==> src/rtl/core/lspp_pkg.sv <==
package lspp_pkg;

  localparam int unsigned CH_PER_ROW = 8;
  localparam int unsigned NUM_BANKS  = 4;

  localparam logic [7:0] STATE_MARK   = 8'd64;
  localparam logic [7:0] MODE_CONST_MAX = 8'd49;
  localparam logic [7:0] MODE_TRIANGLE = 8'd129;
  localparam logic [7:0] MODE_SQUARE   = 8'd130;
  localparam logic [7:0] MODE_FALLING  = 8'd131;
  localparam logic [7:0] MODE_RISING   = 8'd132;

  localparam logic [5:0] DUTY_MAX      = 6'd49;
  localparam logic [5:0] PERIOD_RELOAD = 6'd48;
  localparam logic [9:0] STEP_RESET    = 10'd256;
  localparam logic [7:0] SPEED_MAX     = 8'd7;

  localparam logic [1:0] REG_INVERT = 2'd0;

  // precomputed waveform duties for the current phase
  typedef struct packed {
    logic [5:0] tri_d;
    logic [5:0] sq_d;
    logic [5:0] fall_d;
    logic [5:0] rise_d;
  } wave_t;

  function automatic logic [5:0] duty_sel(input logic [7:0] mode, input wave_t w);
    logic [5:0] d;
    d = '0;
    priority if (mode <= MODE_CONST_MAX) d = mode[5:0];
    else if (mode == MODE_TRIANGLE)      d = w.tri_d;
    else if (mode == MODE_SQUARE)        d = w.sq_d;
    else if (mode == MODE_FALLING)       d = w.fall_d;
    else if (mode == MODE_RISING)        d = w.rise_d;
    else                                 d = '0;
    return d;
  endfunction

endpackage

==> src/rtl/core/led_soft_pwm_profiles_top.sv <==
// channel  direction  handshake          payload
// in       sink       in_valid/in_stall  in_func, in_byte_0..in_byte_7
// out      source     out_valid/out_stall out_pin_levels
// cfg      apb slave  cfg_psel/penable   invert_mask at byte address 0
//
// packets are handled in S_IDLE; a tick goes to S_PINS, or first through S_WAVE
// and S_ROW, one mode memory row (eight channels) per cycle, on a counter wrap.
// synchronous active-low reset; mode rows carry valid bits, so no clearing pass.
// in_stall is high while a tick is in flight; a finished beat waits in the
// output register and holds the tick back only if out_stall still blocks it.
module led_soft_pwm_profiles_top #(
  parameter int NUM_CHANNELS = 32
) (
  input  logic        clk,
  input  logic        rst_n,
  input  logic        in_valid,
  output logic        in_stall,
  input  logic        in_func,
  input  logic [7:0]  in_byte_0,
  input  logic [7:0]  in_byte_1,
  input  logic [7:0]  in_byte_2,
  input  logic [7:0]  in_byte_3,
  input  logic [7:0]  in_byte_4,
  input  logic [7:0]  in_byte_5,
  input  logic [7:0]  in_byte_6,
  input  logic [7:0]  in_byte_7,
  output logic        out_valid,
  input  logic        out_stall,
  output logic [31:0] out_pin_levels,
  input  logic        cfg_psel,
  input  logic        cfg_penable,
  input  logic        cfg_pwrite,
  input  logic [1:0]  cfg_paddr,
  input  logic [31:0] cfg_pwdata,
  output logic [31:0] cfg_prdata,
  output logic        cfg_pready
);
  import lspp_pkg::*;

  localparam int ROWS = (NUM_CHANNELS + 7) / 8;
  localparam int RAW  = (ROWS > 1) ? $clog2(ROWS) : 1;
  localparam logic [RAW-1:0] LAST_ROW = RAW'(ROWS - 1);
  localparam logic [31:0] CH_MASK = 32'((64'd1 << NUM_CHANNELS) - 64'd1);

  typedef enum logic [3:0] {
    S_IDLE = 4'b0001,
    S_WAVE = 4'b0010,
    S_ROW  = 4'b0100,
    S_PINS = 4'b1000
  } state_t;

  state_t                  state_r, state_nxt;
  logic [31:0]             invert_r;
  logic [NUM_CHANNELS-1:0] enable_r;
  logic [5:0]              cnt_r;
  logic [15:0]             phase_r;
  logic [9:0]              step_r;
  logic [1:0]              bank_r;
  logic [RAW-1:0]          row_r;
  logic [ROWS-1:0]         row_vld_r;
  logic                    out_valid_r;
  logic [31:0]             out_pins_r;

  logic [63:0]             mode_mem [ROWS];
  logic [63:0]             rd_data_r;
  logic                    rd_vld_r;
  logic [RAW-1:0]          rd_addr;
  logic [63:0]             mode_row;

  logic                    in_acc;
  logic                    pkt_acc;
  logic                    tick_acc;
  logic                    is_state_pkt;
  logic                    bank_exists;
  logic [63:0]             pkt_row;
  logic [31:0]             pkt_en;
  logic [7:0]              speed;
  logic                    out_free;
  logic                    cfg_wr;
  logic [NUM_CHANNELS-1:0] pins_w;
  logic [31:0]             pins_out;
  wave_t                   wave;

  assign in_stall     = (state_r != S_IDLE);
  assign in_acc       = in_valid && !in_stall;
  assign pkt_acc      = in_acc && !in_func;
  assign tick_acc     = in_acc && in_func;
  assign is_state_pkt = (in_byte_0 == STATE_MARK);
  assign bank_exists  = (3'(bank_r) < 3'(ROWS));
  assign pkt_row      = {in_byte_7, in_byte_6, in_byte_5, in_byte_4,
                         in_byte_3, in_byte_2, in_byte_1, in_byte_0};
  assign pkt_en       = {in_byte_4, in_byte_3, in_byte_2, in_byte_1};
  assign out_free     = !out_valid_r || !out_stall;
  assign cfg_wr       = cfg_psel && cfg_penable && cfg_pwrite && cfg_pready;
  assign cfg_pready   = 1'b1;
  assign cfg_prdata   = (cfg_paddr == REG_INVERT) ? invert_r : 32'd0;
  assign out_valid      = out_valid_r;
  assign out_pin_levels = out_pins_r;

  always_comb begin
    if (in_byte_5 > SPEED_MAX) speed = SPEED_MAX;
    else if (in_byte_5 == 8'd0) speed = 8'd1;
    else speed = in_byte_5;
  end

  always_comb begin
    state_nxt = state_r;
    unique case (state_r)
      S_IDLE: begin
        if (tick_acc) state_nxt = (cnt_r == 6'd0) ? S_WAVE : S_PINS;
      end
      S_WAVE: state_nxt = S_ROW;
      S_ROW: begin
        if (row_r == LAST_ROW) state_nxt = S_PINS;
      end
      S_PINS: begin
        if (out_free) state_nxt = S_IDLE;
      end
      default: state_nxt = S_IDLE;
    endcase
  end

  always_ff @(posedge clk) begin
    if (!rst_n) begin
      state_r     <= S_IDLE;
      invert_r    <= '0;
      enable_r    <= '0;
      cnt_r       <= '0;
      phase_r     <= '0;
      step_r      <= STEP_RESET;
      bank_r      <= '0;
      row_r       <= '0;
      row_vld_r   <= '0;
      out_valid_r <= 1'b0;
    end else begin
      state_r <= state_nxt;
      if (cfg_wr && cfg_paddr == REG_INVERT) invert_r <= cfg_pwdata;
      if (pkt_acc) begin
        if (is_state_pkt) begin
          enable_r <= pkt_en[NUM_CHANNELS-1:0];
          step_r   <= {speed[2:0], 7'd0};
          bank_r   <= '0;
        end else begin
          if (bank_exists) row_vld_r[bank_r[RAW-1:0]] <= 1'b1;
          bank_r <= bank_r + 2'd1;
        end
      end
      if (tick_acc) begin
        if (cnt_r == 6'd0) begin
          cnt_r   <= PERIOD_RELOAD;
          phase_r <= phase_r + {6'd0, step_r};
        end else begin
          cnt_r <= cnt_r - 6'd1;
        end
      end
      if (state_r == S_WAVE) row_r <= '0;
      else if (state_r == S_ROW) row_r <= row_r + RAW'(1);
      if (state_r == S_PINS && out_free) out_valid_r <= 1'b1;
      else if (!out_stall) out_valid_r <= 1'b0;
    end
  end

  // mode memory: one row per bank of eight channels
  assign rd_addr = (state_r == S_ROW && row_r != LAST_ROW) ? row_r + RAW'(1) : '0;

  always_ff @(posedge clk) begin
    if (pkt_acc && !is_state_pkt && bank_exists) mode_mem[bank_r[RAW-1:0]] <= pkt_row;
    rd_data_r <= mode_mem[rd_addr];
  end

  always_ff @(posedge clk) begin
    if (!rst_n) rd_vld_r <= 1'b0;
    else rd_vld_r <= row_vld_r[rd_addr];
  end

  // never written rows read as mode zero
  assign mode_row = rd_vld_r ? rd_data_r : 64'd0;

  lspp_wave u_wave (
    .clk    (clk),
    .phase  (phase_r),
    .wave_r (wave)
  );

  for (genvar c = 0; c < NUM_CHANNELS; c++) begin : g_ch
    localparam int ROW  = c / 8;
    localparam int LANE = c % 8;
    logic [5:0] duty_r;

    always_ff @(posedge clk) begin
      if (!rst_n) begin
        duty_r <= '0;
      end else if (state_r == S_ROW && row_r == RAW'(ROW)) begin
        duty_r <= enable_r[c] ? duty_sel(mode_row[LANE*8 +: 8], wave) : 6'd0;
      end
    end

    assign pins_w[c] = (duty_r > cnt_r);
  end

  assign pins_out = (32'(pins_w) ^ invert_r) & CH_MASK;

  always_ff @(posedge clk) begin
    if (state_r == S_PINS && out_free) out_pins_r <= pins_out;
  end

endmodule

==> src/rtl/core/lspp_wave.sv <==
module lspp_wave (
  input  logic                clk,
  input  logic [15:0]         phase,
  output lspp_pkg::wave_t     wave_r
);
  import lspp_pkg::*;

  logic [7:0]  p;
  logic [7:0]  q;
  logic [13:0] tri_prod;
  logic [13:0] fall_prod;
  logic [13:0] rise_prod;
  wave_t       wave_nxt;

  // times 49 as shift and add
  function automatic logic [13:0] mul49(input logic [7:0] x);
    return {1'b0, x, 5'b0} + {2'b0, x, 4'b0} + {6'b0, x};
  endfunction

  always_comb begin
    p         = phase[15:8];
    q         = p[7] ? ~p : p;
    tri_prod  = mul49(q);
    fall_prod = mul49(~p);
    rise_prod = mul49(p);
    wave_nxt.tri_d  = tri_prod[12:7];
    wave_nxt.sq_d   = phase[15] ? DUTY_MAX : 6'd0;
    wave_nxt.fall_d = fall_prod[13:8];
    wave_nxt.rise_d = rise_prod[13:8];
  end

  always_ff @(posedge clk) begin
    wave_r <= wave_nxt;
  end

endmodule

==> config.mk <==
export PLATFORM = sky130hd
export DESIGN_NAME = led_soft_pwm_profiles_top
export DESIGN_NICKNAME = d
export VERILOG_FILES = /design/src/rtl/core/lspp_pkg.sv /design/src/rtl/core/led_soft_pwm_profiles_top.sv /design/src/rtl/core/lspp_wave.sv
export SDC_FILE = /design/constraint.sdc
export NUM_CORES = 1
export LEC_CHECK = 0
export BUFFER_PORTS_ARGS = -buffer_cell sky130_fd_sc_hd__buf_2
export CORE_ASPECT_RATIO = 0.6
export CORE_MARGIN = 10
export CORE_UTILIZATION = 56
export CTS_CLUSTER_SIZE = 25
export DETAILED_ROUTE_END_ITERATION = 8
export PLACE_DENSITY = 0.75
export SLEW_MARGIN = 0
export SYNTH_ARGS = -nofsm -noshare
export SYNTH_HDL_FRONTEND = slang
export SYNTH_SLANG_ARGS = --single-unit
==> constraint.sdc <==
create_clock -name clk -period 3.28 [get_ports clk]
set_clock_uncertainty 0.1 [all_clocks]
set_input_delay 0 -clock clk [delete_from_list [all_inputs] [get_ports clk]]
set_output_delay 0 -clock clk [all_outputs]
set_load 0.01 [all_outputs]
==> out/metrics.yaml <==
synth:
  synthesis.area_per_instance_um2: 10.1
  synth_edf_count: 288
  synth_fp_nets: 3473
  netlist_top_cells_area: "edfxtp_1 (27%), dfxtp_1 (23%), ha_1 (9.4%)"
  synth_async_sr_flop_share_pct: 0
  yosys.area.top_type_share_pct: 27.3
  yosysTopAreaCell: "edfxtp_1"
  synth_warnings: 0
  post_synth_inst_count: 3126
  synth.ff_latch_count: 659
  yosys.cell_count.top_type: "nand2_1"
  synth.distinct_cells: 90
  synthTopCellsByCount: "nand2_1 (571), dfxtp_1 (371), edfxtp_1 (288)"
  ys.flop_type: "dfxtp_1"
  seq_area_frac_synth_pct: 50.7
  mappedNetlistArea_mm2: 0.0317
cts:
  clock_latency_reported_for_the_late_side_of_the_worst_skew_pair_ns: 0.66
  clkTransAtPathRegs_ns: 0.07
  holdBufCountCts: 179
  post_cts_resize_count: 0
  clock_tree.htree_level_count: 2
  clock_sinks: 659
  tritoncts.num_buffers: 59
  cts.root.buffer_cell: "clkbuf_16"
  tritoncts: "done"
  postCtsSetupBuffers: 0
  clockBufferDepth: 3
floorplanning:
  die_area_mm2: 0.0668
  die_x_um: 327
  starting_density_of_the_core_pct: 56.7
  io-pin-count: 173
  floorplan.core_area_mm2: 0.0559
  num_rows: 67
  die_height_um: 204
timing:
  grt_setup_unrepaired: "no"
  worst_pin_slew_ns: 0.983
  max_slew_margin_pct: 33.6
  timing.fmax_ghz: 0.336
  final.min_clock_period_ns: 2.97
  finalSetupTns_ns: 0
  fin_worst_hold_slack_ns: 0.0182
  final-hold-violation-count: 0
  setup_violators_final: 0
  finalCritPeriodShare_pct: 90.7
  report.final.slew_viol_count: 0
setup_path:
  required_ns: 3.78
  critical_path.endpoint_type: "register"
  worst_setup_path_start_kind: "register"
  critical_path_class: "reg -> reg"
  worst_ep_arrival_time_ns: 3.47
  timing.critical_path.fanout_max: 6
drt:
  drt_iter0_drc: 3003
  totalWireLength_um: 100000
  dr.pass1.iters: 6
  drtAntennaViolNets: 0
  vias_per_cell: 6.29
  dr_total_vias: 27007
  dr_drc_count: 0
  post_drt_wl_per_cell_um: 23.4
global_routing:
  grt.total_usage_pct: 29.2
  wire_length_of_the_first_global_routing_pass_um: 154000
  first_global_vias: 26890
  maximum_number_of_pins_on_one_net_before_global_route_repair: 66
  globalRoute.totalOverflow: 0
  antenna_found_initial: 2
power:
  peakVddDrop_v: 0.000500
  powerDensity_mw_per_mm2: 542
  p_leak_nw: 14.1
finish:
  fillers: 4166
  fin_util_pct: 67.3
  final_layout_size_suffix_gt1_share_pct: 11.5
  final_net_count: 3827
  syn2layout_area_growth_pct: 18.8
hold_path:
  hp-class: "in -> reg"
place:
  hpwlAfterDp_um: 68900
  placement.io_buffers: 171
  gp_congestion: 0.947
flow_run:
  maxCapViolations: 0
outcome:
  outcome: "finished clean"
kinds of logic after synthesis:
group / Yosys count / synth area share (%)
buf+inv: 232 / 2.98
xor+xnor: 24 / 0.663
flops: 659 / 50.7
simple gates: 1150 / 18.4
mux: 8 / 0.261
fa+ha+maj: 241 / 9.61
other cells: 1 / 0.0118
compound gates: 811 / 17.4
worst paths after layout:
kind | startpoint | endpoint | slack, ns | depth (start not counted)
setup / recovery | phase_r[10] | u_wave.wave_r[11] | 0.31 | 7
hold / removal | in_byte_7[1] | mode_mem[3][57] | 0.02 | 2
setup reg to reg | phase_r[10] | u_wave.wave_r[11] | 0.31 | 7
hold reg to reg | g_ch[4].duty_r[0] | g_ch[4].duty_r[0] | 0.36 | 2
worst max-delay path, stage by stage, from the launching register on:
cell and delay (ns):
dfxtp_1 0.45, inv_1 0.21, fa_1 0.52, ha_1 0.29
nor4bb_1 0.52, o221ai_1 0.27, o21ai_0 0.38, a21o_1 0.18
state kept, by name, indices dropped and copies added (netlist names):
register / count
rd_data_r: 64
bank_r: 2
out_valid: 1
u_wave.wave_r: 19
row_r: 2
row_vld_r: 4
phase_r: 9
g_ch.duty_r: 192
invert_r: 32
rd_vld_r: 1
state_r: 4
cnt_r: 6
mode_mem: 256
step_r: 3
enable_r: 32
out_pin_levels: 32
layout make-up:
| cell class | instances | area, um^2 | area share, % |
|---|---|---|---|
| sequential | 659 | 16100 | 42.7 |
| multi-input combinational | 2235 | 14700 | 39.2 |
| timing repair buffer | 438 | 3500 | 9.29 |
| clock buffer | 87 | 1770 | 4.69 |
| tap | 759 | 950 | 2.52 |
| inverter | 87 | 328 | 0.871 |
| clock inverter | 24 | 265 | 0.705 |
| antenna | 2 | 5.00 | 0.0133 |
through the flow:
| step | cell area [um^2] | std cells | setup WS, ns | power, mW |
|---|---|---|---|---|
| after floorplan | 31700 | 3126 | 0.426 | 11.9 |
| after global placement | 33800 | 3999 | 0.494 | 12.8 |
| after detailed placement | 33800 | 3999 | 0.386 | 13.0 |
| after CTS | 37600 | 4289 | 0.367 | 20.3 |
| after global routing | 37600 | 4290 | 0.0838 | 21.2 |
| final | 37600 | 4291 | 0.306 | 20.4 |
cell usage in the layout, fill, tap and decap left out, types with 18 or more instances in the layout:
cell type / count
a211o_1: 18
a211oi_1: 36
a21oi_1: 129
a22o_1: 33
a31oi_1: 77
a32o_1: 34
and2_1: 49
buf_2: 171
buf_4: 73
clkbuf_16: 62
dfxtp_1: 370
dlygate4sd3_1: 179
edfxtp_1: 288
ha_1: 237
inv_1: 84
nand2_1: 569
nand2b_1: 69
nand3_1: 58
nand3b_1: 40
nand4_1: 41
nor2_1: 97
nor2b_1: 46
nor3_1: 28
nor3b_1: 57
o211ai_1: 20
o21a_1: 46
o21ai_0: 179
o22ai_1: 70
o311ai_0: 20
layer usage:
| layer | routed length (um) | GRT usage (%) | vias to the layer above | part of all wire, % |
|---|---|---|---|---|
| li1 | - | - | 12316 | - |
| met1 | 42500 | 39.6 | 13173 | 42 |
| met2 | 46100 | 47.4 | 1309 | 46 |
| met3 | 8910 | 4.94 | 209 | 8.9 |
| met4 | 2850 | 9.44 | 0 | 2.8 |
| met5 | 0 | 0 | - | 0 |
where the power goes:
part	switching [mW]	internal (mW)	leakage (nW)
registers	0.276	8.92	5.63
logic	2.30	1.61	7.50
clock network	3.23	4.07	1.01
total	5.80	14.6	14.1
(Power assumes the default switching activity.)
